==> src/hdl/pmx_pkg.sv <==
package pmx_pkg;

	localparam int GENE_COUNT_DEF = 512;
	localparam int GENE_W         = 9;
	localparam int LEN_W          = 10;

	// transaction opcodes
	localparam logic OP_LOAD = 1'b0;
	localparam logic OP_READ = 1'b1;

	// registered read data of the four gene/position stores
	typedef struct packed {
		logic [GENE_W-1:0] first_gene;
		logic [GENE_W-1:0] second_gene;
		logic [GENE_W-1:0] where_first;
		logic [GENE_W-1:0] where_second;
	} pmx_rd_t;

	// one finished read transaction
	typedef struct packed {
		logic [GENE_W-1:0] child_first;
		logic [GENE_W-1:0] child_second;
		logic [GENE_W-1:0] read_position;
		logic              map_error;
	} pmx_result_t;

endpackage

==> src/hdl/pmx_walker.sv <==
module pmx_walker import pmx_pkg::*; #(
	parameter int GENE_COUNT = GENE_COUNT_DEF,
	parameter int AW         = $clog2(GENE_COUNT)
) (
	input  logic              clk,
	input  logic              arst_n,
	input  logic              start,
	input  logic [GENE_W-1:0] position,
	input  logic [GENE_W-1:0] cut_start,
	input  logic [LEN_W-1:0]  cut_length,
	input  pmx_rd_t           rd,
	output logic [AW-1:0]     gene_addr,
	output logic [AW-1:0]     where_addr,
	output logic              busy,
	output logic              res_valid,
	input  logic              res_take,
	output pmx_result_t       result
);

	localparam int CW = (GENE_W + 2 > $clog2(GENE_COUNT + 1)) ? GENE_W + 2
		: $clog2(GENE_COUNT + 1);
	localparam logic [CW-1:0] GC_C = CW'(GENE_COUNT);

	typedef enum logic [2:0] {
		S_IDLE,
		S_GENES,
		S_WHERE,
		S_GENE,
		S_SWITCH,
		S_END,
		S_DONE
	} state_t;

	state_t            state_q;
	logic              chain_q;
	logic [GENE_W-1:0] pos_q, val_q, c1_q, c2_q;
	logic              err_q;
	logic [CW-1:0]     lo_q, hi_q, limit_q, steps_q;

	logic [CW-1:0]     sum, hi_n, lo_n, start_ext, pos_ext, d_ext;
	logic              sum_over, pos_bad, in_window;
	logic [GENE_W-1:0] own_gene, other_where, launch_val;
	logic              launch_out, d_out, lim_hit;

	assign start_ext = CW'(cut_start);
	assign sum       = start_ext + CW'(cut_length);
	assign sum_over  = sum > GC_C;
	assign hi_n      = sum_over ? GC_C : sum;
	assign lo_n      = (start_ext > hi_n) ? hi_n : start_ext;
	assign pos_bad   = CW'(position) >= GC_C;

	assign pos_ext   = CW'(pos_q);
	assign in_window = (pos_ext >= lo_q) && (pos_ext < hi_q);

	// chain 0 maps the first parent through the second's positions, chain 1 the reverse
	assign own_gene    = chain_q ? rd.second_gene : rd.first_gene;
	assign other_where = chain_q ? rd.where_first : rd.where_second;

	always_comb begin
		case (state_q)
			S_GENES: launch_val = rd.first_gene;
			S_GENE:  launch_val = own_gene;
			default: launch_val = val_q;
		endcase
	end

	assign launch_out = CW'(launch_val) >= GC_C;
	assign d_ext      = CW'(other_where);
	assign d_out      = (d_ext < lo_q) || (d_ext >= hi_q) || (d_ext >= GC_C);
	assign lim_hit    = steps_q >= limit_q;

	assign where_addr = AW'(launch_val);
	assign gene_addr  = (state_q == S_WHERE) ? AW'(other_where) : AW'(position);

	assign busy      = state_q != S_IDLE;
	assign res_valid = state_q == S_DONE;

	assign result.child_first   = c1_q;
	assign result.child_second  = c2_q;
	assign result.read_position = pos_q;
	assign result.map_error     = err_q;

	always_ff @(posedge clk or negedge arst_n) begin
		if (!arst_n) begin
			state_q <= S_IDLE;
			chain_q <= 1'b0;
			pos_q   <= '0;
			val_q   <= '0;
			c1_q    <= '0;
			c2_q    <= '0;
			err_q   <= 1'b0;
			lo_q    <= '0;
			hi_q    <= '0;
			limit_q <= '0;
			steps_q <= '0;
		end else begin
			unique case (state_q)
				S_IDLE: begin
					if (start) begin
						pos_q   <= position;
						lo_q    <= lo_n;
						hi_q    <= hi_n;
						err_q   <= sum_over || pos_bad;
						chain_q <= 1'b0;
						steps_q <= '0;
						c1_q    <= '0;
						c2_q    <= '0;
						state_q <= pos_bad ? S_DONE : S_GENES;
					end
				end
				S_GENES: begin
					limit_q <= hi_q - lo_q;
					if (in_window) begin
						c1_q    <= rd.second_gene;
						c2_q    <= rd.first_gene;
						state_q <= S_DONE;
					end else begin
						// park the second parent's gene until chain 1 starts
						c2_q    <= rd.second_gene;
						val_q   <= launch_val;
						state_q <= launch_out ? S_END : S_WHERE;
					end
				end
				S_GENE, S_SWITCH: begin
					val_q   <= launch_val;
					state_q <= launch_out ? S_END : S_WHERE;
				end
				S_WHERE: begin
					if (d_out) begin
						state_q <= S_END;
					end else if (lim_hit) begin
						err_q   <= 1'b1;
						state_q <= S_END;
					end else begin
						steps_q <= steps_q + 1'b1;
						state_q <= S_GENE;
					end
				end
				S_END: begin
					if (!chain_q) begin
						c1_q    <= val_q;
						val_q   <= c2_q;
						chain_q <= 1'b1;
						steps_q <= '0;
						state_q <= S_SWITCH;
					end else begin
						c2_q    <= val_q;
						state_q <= S_DONE;
					end
				end
				S_DONE: begin
					if (res_take) begin
						state_q <= S_IDLE;
					end
				end
				default: state_q <= S_IDLE;
			endcase
		end
	end

	a_start_idle: assert property (@(posedge clk) disable iff (!arst_n)
		start |-> state_q == S_IDLE)
		else $error("read started while walker busy");

	a_window_order: assert property (@(posedge clk) disable iff (!arst_n)
		(state_q != S_IDLE) |-> (lo_q <= hi_q) && (hi_q <= GC_C))
		else $error("cut window out of order or past end");

	a_step_bound: assert property (@(posedge clk) disable iff (!arst_n)
		(state_q == S_GENE) |-> (steps_q <= limit_q) && (steps_q != '0))
		else $error("chain step count beyond window length");

	a_err_pos: assert property (@(posedge clk) disable iff (!arst_n)
		(start && pos_bad) |=> (state_q == S_DONE) && err_q)
		else $error("out-of-range read did not flag error");

endmodule
==> config.mk <==
export PLATFORM = sky130hd
export DESIGN_NAME = pmx_walker
export DESIGN_NICKNAME = d
export VERILOG_FILES = /design/src/hdl/pmx_pkg.sv /design/src/hdl/pmx_walker.sv
export SDC_FILE = /design/constraint.sdc
export NUM_CORES = 1
export LEC_CHECK = 0
export BUFFER_PORTS_ARGS = -buffer_cell sky130_fd_sc_hd__buf_4
export CORE_ASPECT_RATIO = 0.5
export CORE_MARGIN = 3
export CORE_UTILIZATION = 51
export DETAILED_ROUTE_END_ITERATION = 10
export PLACE_DENSITY = 0.73
export SLEW_MARGIN = 10
export SYNTH_ARGS = -nofsm -noshare
export SYNTH_HDL_FRONTEND = slang
export SYNTH_SLANG_ARGS = --single-unit
==> constraint.sdc <==
create_clock -name clk -period 3.55 [get_ports clk]
set_input_delay 0.355 -clock clk [delete_from_list [all_inputs] [get_ports clk]]
set_output_delay 0.355 -clock clk [all_outputs]
set_load 0.02 [all_outputs]
; Word level (Yosys, flattened, before mapping)
; Index checks and enable logic that the tools add are counted.
[op_classes]
n_reduce_logical = 19
shift = 0
n_div = 0
n_lt_le_gt_ge = 8
n_bitwise = 0
muxes = 33
eq_ne = 14
n_mul = 0
addsub = 3
[op_table]
columns = operator, n
row1 = 9-bit 2-to-1 mux, 9
row2 = 9-bit case mux with 3 select lines, 3
row3 = 11-bit 2-to-1 mux, 6
row4 = 11-bit case mux with 3 select lines, 1
row5 = 9-bit by 11-bit >= comparator with 1-bit output, 2
row6 = 9-bit by 11-bit < comparator with 1-bit output, 2
row7 = 3-bit case mux with 6 select lines, 1
row8 = 9-bit case mux with 2 select lines, 1
row9 = 3-bit 2-to-1 mux, 5
row10 = 2-bit != test (second input constant), 7
row11 = 3-bit nonzero test, 4
row12 = 11-bit by 1-bit adder with 11-bit output (second input constant), 1
row13 = 9-bit by 10-bit adder with 11-bit output, 1
row14 = 11-bit >= comparator, 1
row15 = 11-bit by 10-bit greater-than comparator with 1-bit output (second input constant), 1
row16 = 9-bit by 11-bit greater-than comparator with 1-bit output, 1
row17 = 11-bit subtractor, 1
row18 = 9-bit by 10-bit >= comparator with 1-bit output (second input constant), 1
row19 = 2-bit AND reduction, 5
row20 = 3-bit equality test (second input constant), 3
row21 = 4-bit AND reduction, 2
row22 = 3-bit by 2-bit equality test with 1-bit output (second input constant), 2
row23 = 5-bit AND reduction, 1
row24 = 1-bit 2-to-1 mux, 4
row25 = other kinds (9), 12
[totals]
romBits = 0
out_inout_bits = 48
latchBits = 0
ram_bits = 0
register_bits = 85
mem_count = 0

; Depth between registers and ports, before layout
[depth]
ltp_word = 6
depth_mapped = 18
ltp_nobuf = 17

; Worst setup path before layout
; OpenSTA, ideal clock, no wires.
[synth_path]
path_kind = input to register
startpoint = in cut_start[0]
endpoint = reg lo_q[1]
path_slack_ns = -0.516
cell_stages = 17
setup_time_ns = 0.077
t_arrival_ns = 3.989
cell_sequence = ha_1 inv_1 fa_1 nand2b_1 a21oi_2 o21bai_4 or3b_2 a21o_1 o41ai_2 nand2_1 ha_1 o21ai_0 a211oi_1 a22oi_1 nor3_4 mux2_1 a21oi_1
[synth_between]
elab_chain_cells = 5
[synth_lines]
columns = element, line_no
row1 = "start, declared", pmx_walker.sv:9  ; input logic [GENE_W-1:0] cut_start,
row2 = 9-bit by 10-bit adder with 11-bit output, pmx_walker.sv:46  ; assign sum = start_ext + CW'(cut_length);
row3 = 11-bit by 10-bit greater-than comparator with 1-bit output, pmx_walker.sv:47  ; assign sum_over = sum > GC_C;
row4 = 11-bit 2-to-1 mux, pmx_walker.sv:48  ; assign hi_n = sum_over ? GC_C : sum;
row5 = 9-bit by 11-bit greater-than comparator with 1-bit output, pmx_walker.sv:49  ; assign lo_n = (start_ext > hi_n) ? hi_n : start_ext;
row6 = 11-bit 2-to-1 mux *, pmx_walker.sv:49
row7 = "end signal, assigned", pmx_walker.sv:101  ; lo_q <= lo_n;
row8 = "end, declared", pmx_walker.sv:38  ; logic [CW-1:0] lo_q, hi_q, limit_q, steps_q;
; Mark *: on every way between the ends. The rest lies on a longest branch, timed or not.
; A chain may end at the register's enable or synchronous reset.

; Worst setup path after layout
; Same ends and word-level chain as after synthesis.

==> impl_metrics.py <==
metrics = {
    "run_status": {
        "status": "complete, but fails checks",
        "violations": "negative setup slack",
    },
    "routing": {
        "drc": 0,
        "dr.first_iter.drc_count": 565,
        "wl_per_cell_um": 17.4,
        "ant_nets": 0,
        "finalWirelength_mm": 18.8,
        "vias": 6364,
        "first_pass_iters": 5,
        "post_drt_via_cell_ratio": 5.87,
    },
    "logic_synthesis": {
        "synth_common_cells": "128 x nand2_1, 85 x dfrtp_1, 73 x ha_1",
        "ys_seq_elements": 85,
        "synth_largest_area_cell": "dfrtp_1",
        "syn_nets": 902,
        "synth.yosys.warnings": 0,
        "synth_most_common_cell": "nand2_1",
        "ys_types": 72,
        "syn-cell-area_um2": 6630,
        "yosysTopAreaCellShare_pct": 32.1,
        "ys_seq_area_share_pct": 32.1,
        "synth.avg_cell_area_um2": 8.73,
        "async_flop_share_pct": 100,
        "synth_cells": 759,
        "ys.flop_type": "dfrtp_1",
        "synth_area_leaders": "dfrtp_1 32%, ha_1 14%, nand2_1 7.3%, o21ai_0 4.4%, mux2i_1 2.9%",
        "synth_edf_count": 0,
    },
    "worst_setup_path": {
        "critPathMaxStageDelay_ns": 0.36,
        "critical_path.top_delay_family": "compound AO/OA/AOI/OAI gates",
        "worst-setup-path-type": "in -> reg",
        "cp-startpoint": "cut_start[0]",
        "critPathSlowestCell": "or3b_4",
        "end_kind": "register",
        "crit_arrival_ns": 3.83,
        "r2r_start": "chain_q$_DFFE_PN0P_",
        "startpoint_type": "input port",
        "critPathRequiredTime_ns": 3.82,
        "path_common_cell": "ha_4",
        "crit_buf_inv": 3,
        "path_max_fanout": 4,
        "crit_chain": "buf_8, ha_4, inv_2, fa_2, nand2b_4, a21oi_4, buf_6, o21bai_4, or3b_4, a21o_1, o41ai_4, nand2_1, ha_4, o21ai_2, a211oi_2, a22oi_2, nor3_4, mux2_4, a21oi_2",
    },
    "final_layout": {
        "multi_input_area_um2": 4350,
        "fin_util_pct": 69.7,
        "num-fill-cells": 980,
        "seq_area_um2": 2130,
        "layout.nets": 1058,
        "diodes": 0,
        "drive_above_1_share_pct": 29.1,
        "area_delta_synth_final_pct": 28.6,
    },
    "timing": {
        "rsz0062_at_grt": "yes",
        "finalHoldViolations": 0,
        "worst_slack_ns": -0.00592,
        "fin_skew_ns": 0.0105,
        "setup_viol": 1,
        "drv_slew": 0,
        "finalCritPeriodShare_pct": 100,
        "period_needed_ns": 3.56,
        "worst_pin_slew_ns": 0.846,
        "max_freq_mhz": 281,
        "relSlewSlack_pct": 43.3,
    },
    "grt": {
        "antenna_found_initial": 0,
        "grt_first_pass_wirelength_mm": 31.4,
        "grt_usage_pct": 26.5,
        "grt_pass1_vias": 6300,
        "grt_max_degree": 65,
        "globalRouteOverflowTotal": 0,
    },
    "clock_tree": {
        "path_clk_slew_ns": 0.07,
        "clock_latency_ns": 0.35,
        "clock_path_buffers": 2,
        "postCtsHoldBufs": 0,
        "cts_made_buffers": 9,
        "cts.htree.levels": 3,
        "cts-root-buf": "clkbuf_16",
        "cts_tree": "done",
        "clock_sinks": 85,
    },
    "place": {
        "place.gp.congestion": 0.882,
        "io_buffers": 115,
        "hpwl_mm": 14.4,
        "dp_slack_ns": -0.490,
    },
    "power_and_ir_drop": {
        "cellPowerDensity_nw_per_um2": 903,
        "p_sw_uw": 3630,
        "pwr-share-seq_pct": 23.8,
        "ir_drop_mv": 0.506,
        "combPwrFrac_pct": 63.4,
        "p_leak_uw": 0.00411,
        "pwr-share-clk_pct": 12.8,
        "p_sw_share_pct": 47.1,
        "intPower_uw": 4070,
    },
    "floorplanning": {
        "dieWidth_um": 167,
        "rows": 28,
        "die_h_um": 86.6,
        "die_area_um2": 14500,
        "start_util_pct": 54.2,
        "core_um2": 12200,
        "io_pins": 116,
    },
    "run": {
        "maxCapViolCount": 0,
    },
    "hold_path": {
        "min_path_type": "in -> async",
    },
}
worst register-to-register path, cell delays in order (launching register included):
cell and delay (ns):
dfrtp_1 0.57, buf_4 0.31, mux2i_4 0.35, ha_1 0.28, nand2b_1 0.13, a31oi_1 0.26
o21ai_0 0.17, nand4_1 0.11, and3_1 0.30, buf_4 0.27, a31o_2 0.18, nand3_1 0.07
power groups by stage:
stage,Combinational (µW),Clock (µW),Sequential [µW]
4_1_cts,4850,1000,1820
2_1_floorplan,3230,0,1830
5_1_grt,5390,1050,1890
3_3_place_gp,4650,0,1810
3_5_place_dp,4790,0,1830
6_report,4880,988,1830
flip-flops by register name, summed over array words and instances (netlist names), 9 cells and up:
signal and flops:
c2_q 9, pos_q 9, val_q 9, limit_q 11, steps_q 11, lo_q 11, c1_q 9, hi_q 11
repair_timing:
action,in CTS,in global routing
hold endpoints to repair,0,0
pin swaps,9,3
setup buffers,4,1
endpoints found under the setup margin,9,9
resized for setup,10,6
cloned,0,1
cell type report:
class | instances | area share, %
clock inverter | 7 | 0.954
tap | 165 | 2.42
clock buffer | 9 | 2.64
inverter | 44 | 1.94
multi-input combinational | 595 | 51.0
timing repair buffer | 180 | 16.1
sequential | 85 | 25.0
worst paths after layout:
check / to / slack [ns] / cells past startpoint
max: lo_q[1]$_DFFE_PN0P_ / -0.006 / 19
min: c2_q[2]$_DFFE_PN0P_ / 0.1 / 1
max reg2reg: steps_q[3]$_DFFE_PN0P_ / 0.43 / 11
min reg2reg: limit_q[6]$_DFFE_PN0P_ / 0.49 / 2
max in group asynchronous: pos_q[5]$_DFFE_PN0P_ / 2.63 / 2
min in group clk: pos_q[2]$_DFFE_PN0P_ / 0.21 / 3
layer usage:
| metal | wire length (µm) | part of all wire, % | global-route usage (%) |
|---|---|---|---|
| met3 | 1340 | 7.1 | 4.56 |
| met2 | 8670 | 46 | 44.9 |
| met1 | 8590 | 46 | 36.1 |
| met5 | 0 | 0 | 0 |
| met4 | 227 | 1.2 | 6.38 |
cell families after synthesis:
kind of cell    share of synthesized area, %
mux                                     4.74
buf+inv                                 4.89
compound gates                          23.6
flops                                   32.1
xor+xnor                                1.59
simple gates                            18.7
fa+ha+maj                               14.4
through the flow:
step	area, µm²	std cells	hold slack [ns]	setup TNS [ns]	power, µW
after floorplan	6740	759	0.0594	-0.805	5060
after global placement	8110	1063	0.463	-2.64	6460
after detailed placement	8110	1063	0.475	-4.15	6630
after CTS	8500	1083	0.136	-0.0204	7670
after global routing	8520	1085	0.170	-0.904	8340
final	8520	1085	0.0978	-0.00592	7690
cells in the final DEF, fill, tap and decap left out, drive strengths merged, types with 9 or more instances in the layout:
master | netlist | layout
a21oi | 34 | 34
a22oi | 12 | 12
a31o | 10 | 10
and3 | 10 | 10
buf | 11 | 180
clkbuf | 24 | 9
dfrtp | 85 | 85
ha | 73 | 73
inv | 43 | 45
mux2 | 9 | 9
mux2i | 20 | 20
nand2 | 128 | 128
nand2b | 19 | 19
nand3 | 26 | 26
nand4 | 11 | 11
nor2 | 32 | 32
nor3 | 13 | 13
o21ai | 60 | 60
o221a | 9 | 9
o22a | 9 | 9
o31a | 11 | 11
o32a | 9 | 9
Note: power is estimated with default switching activity, not from simulation.
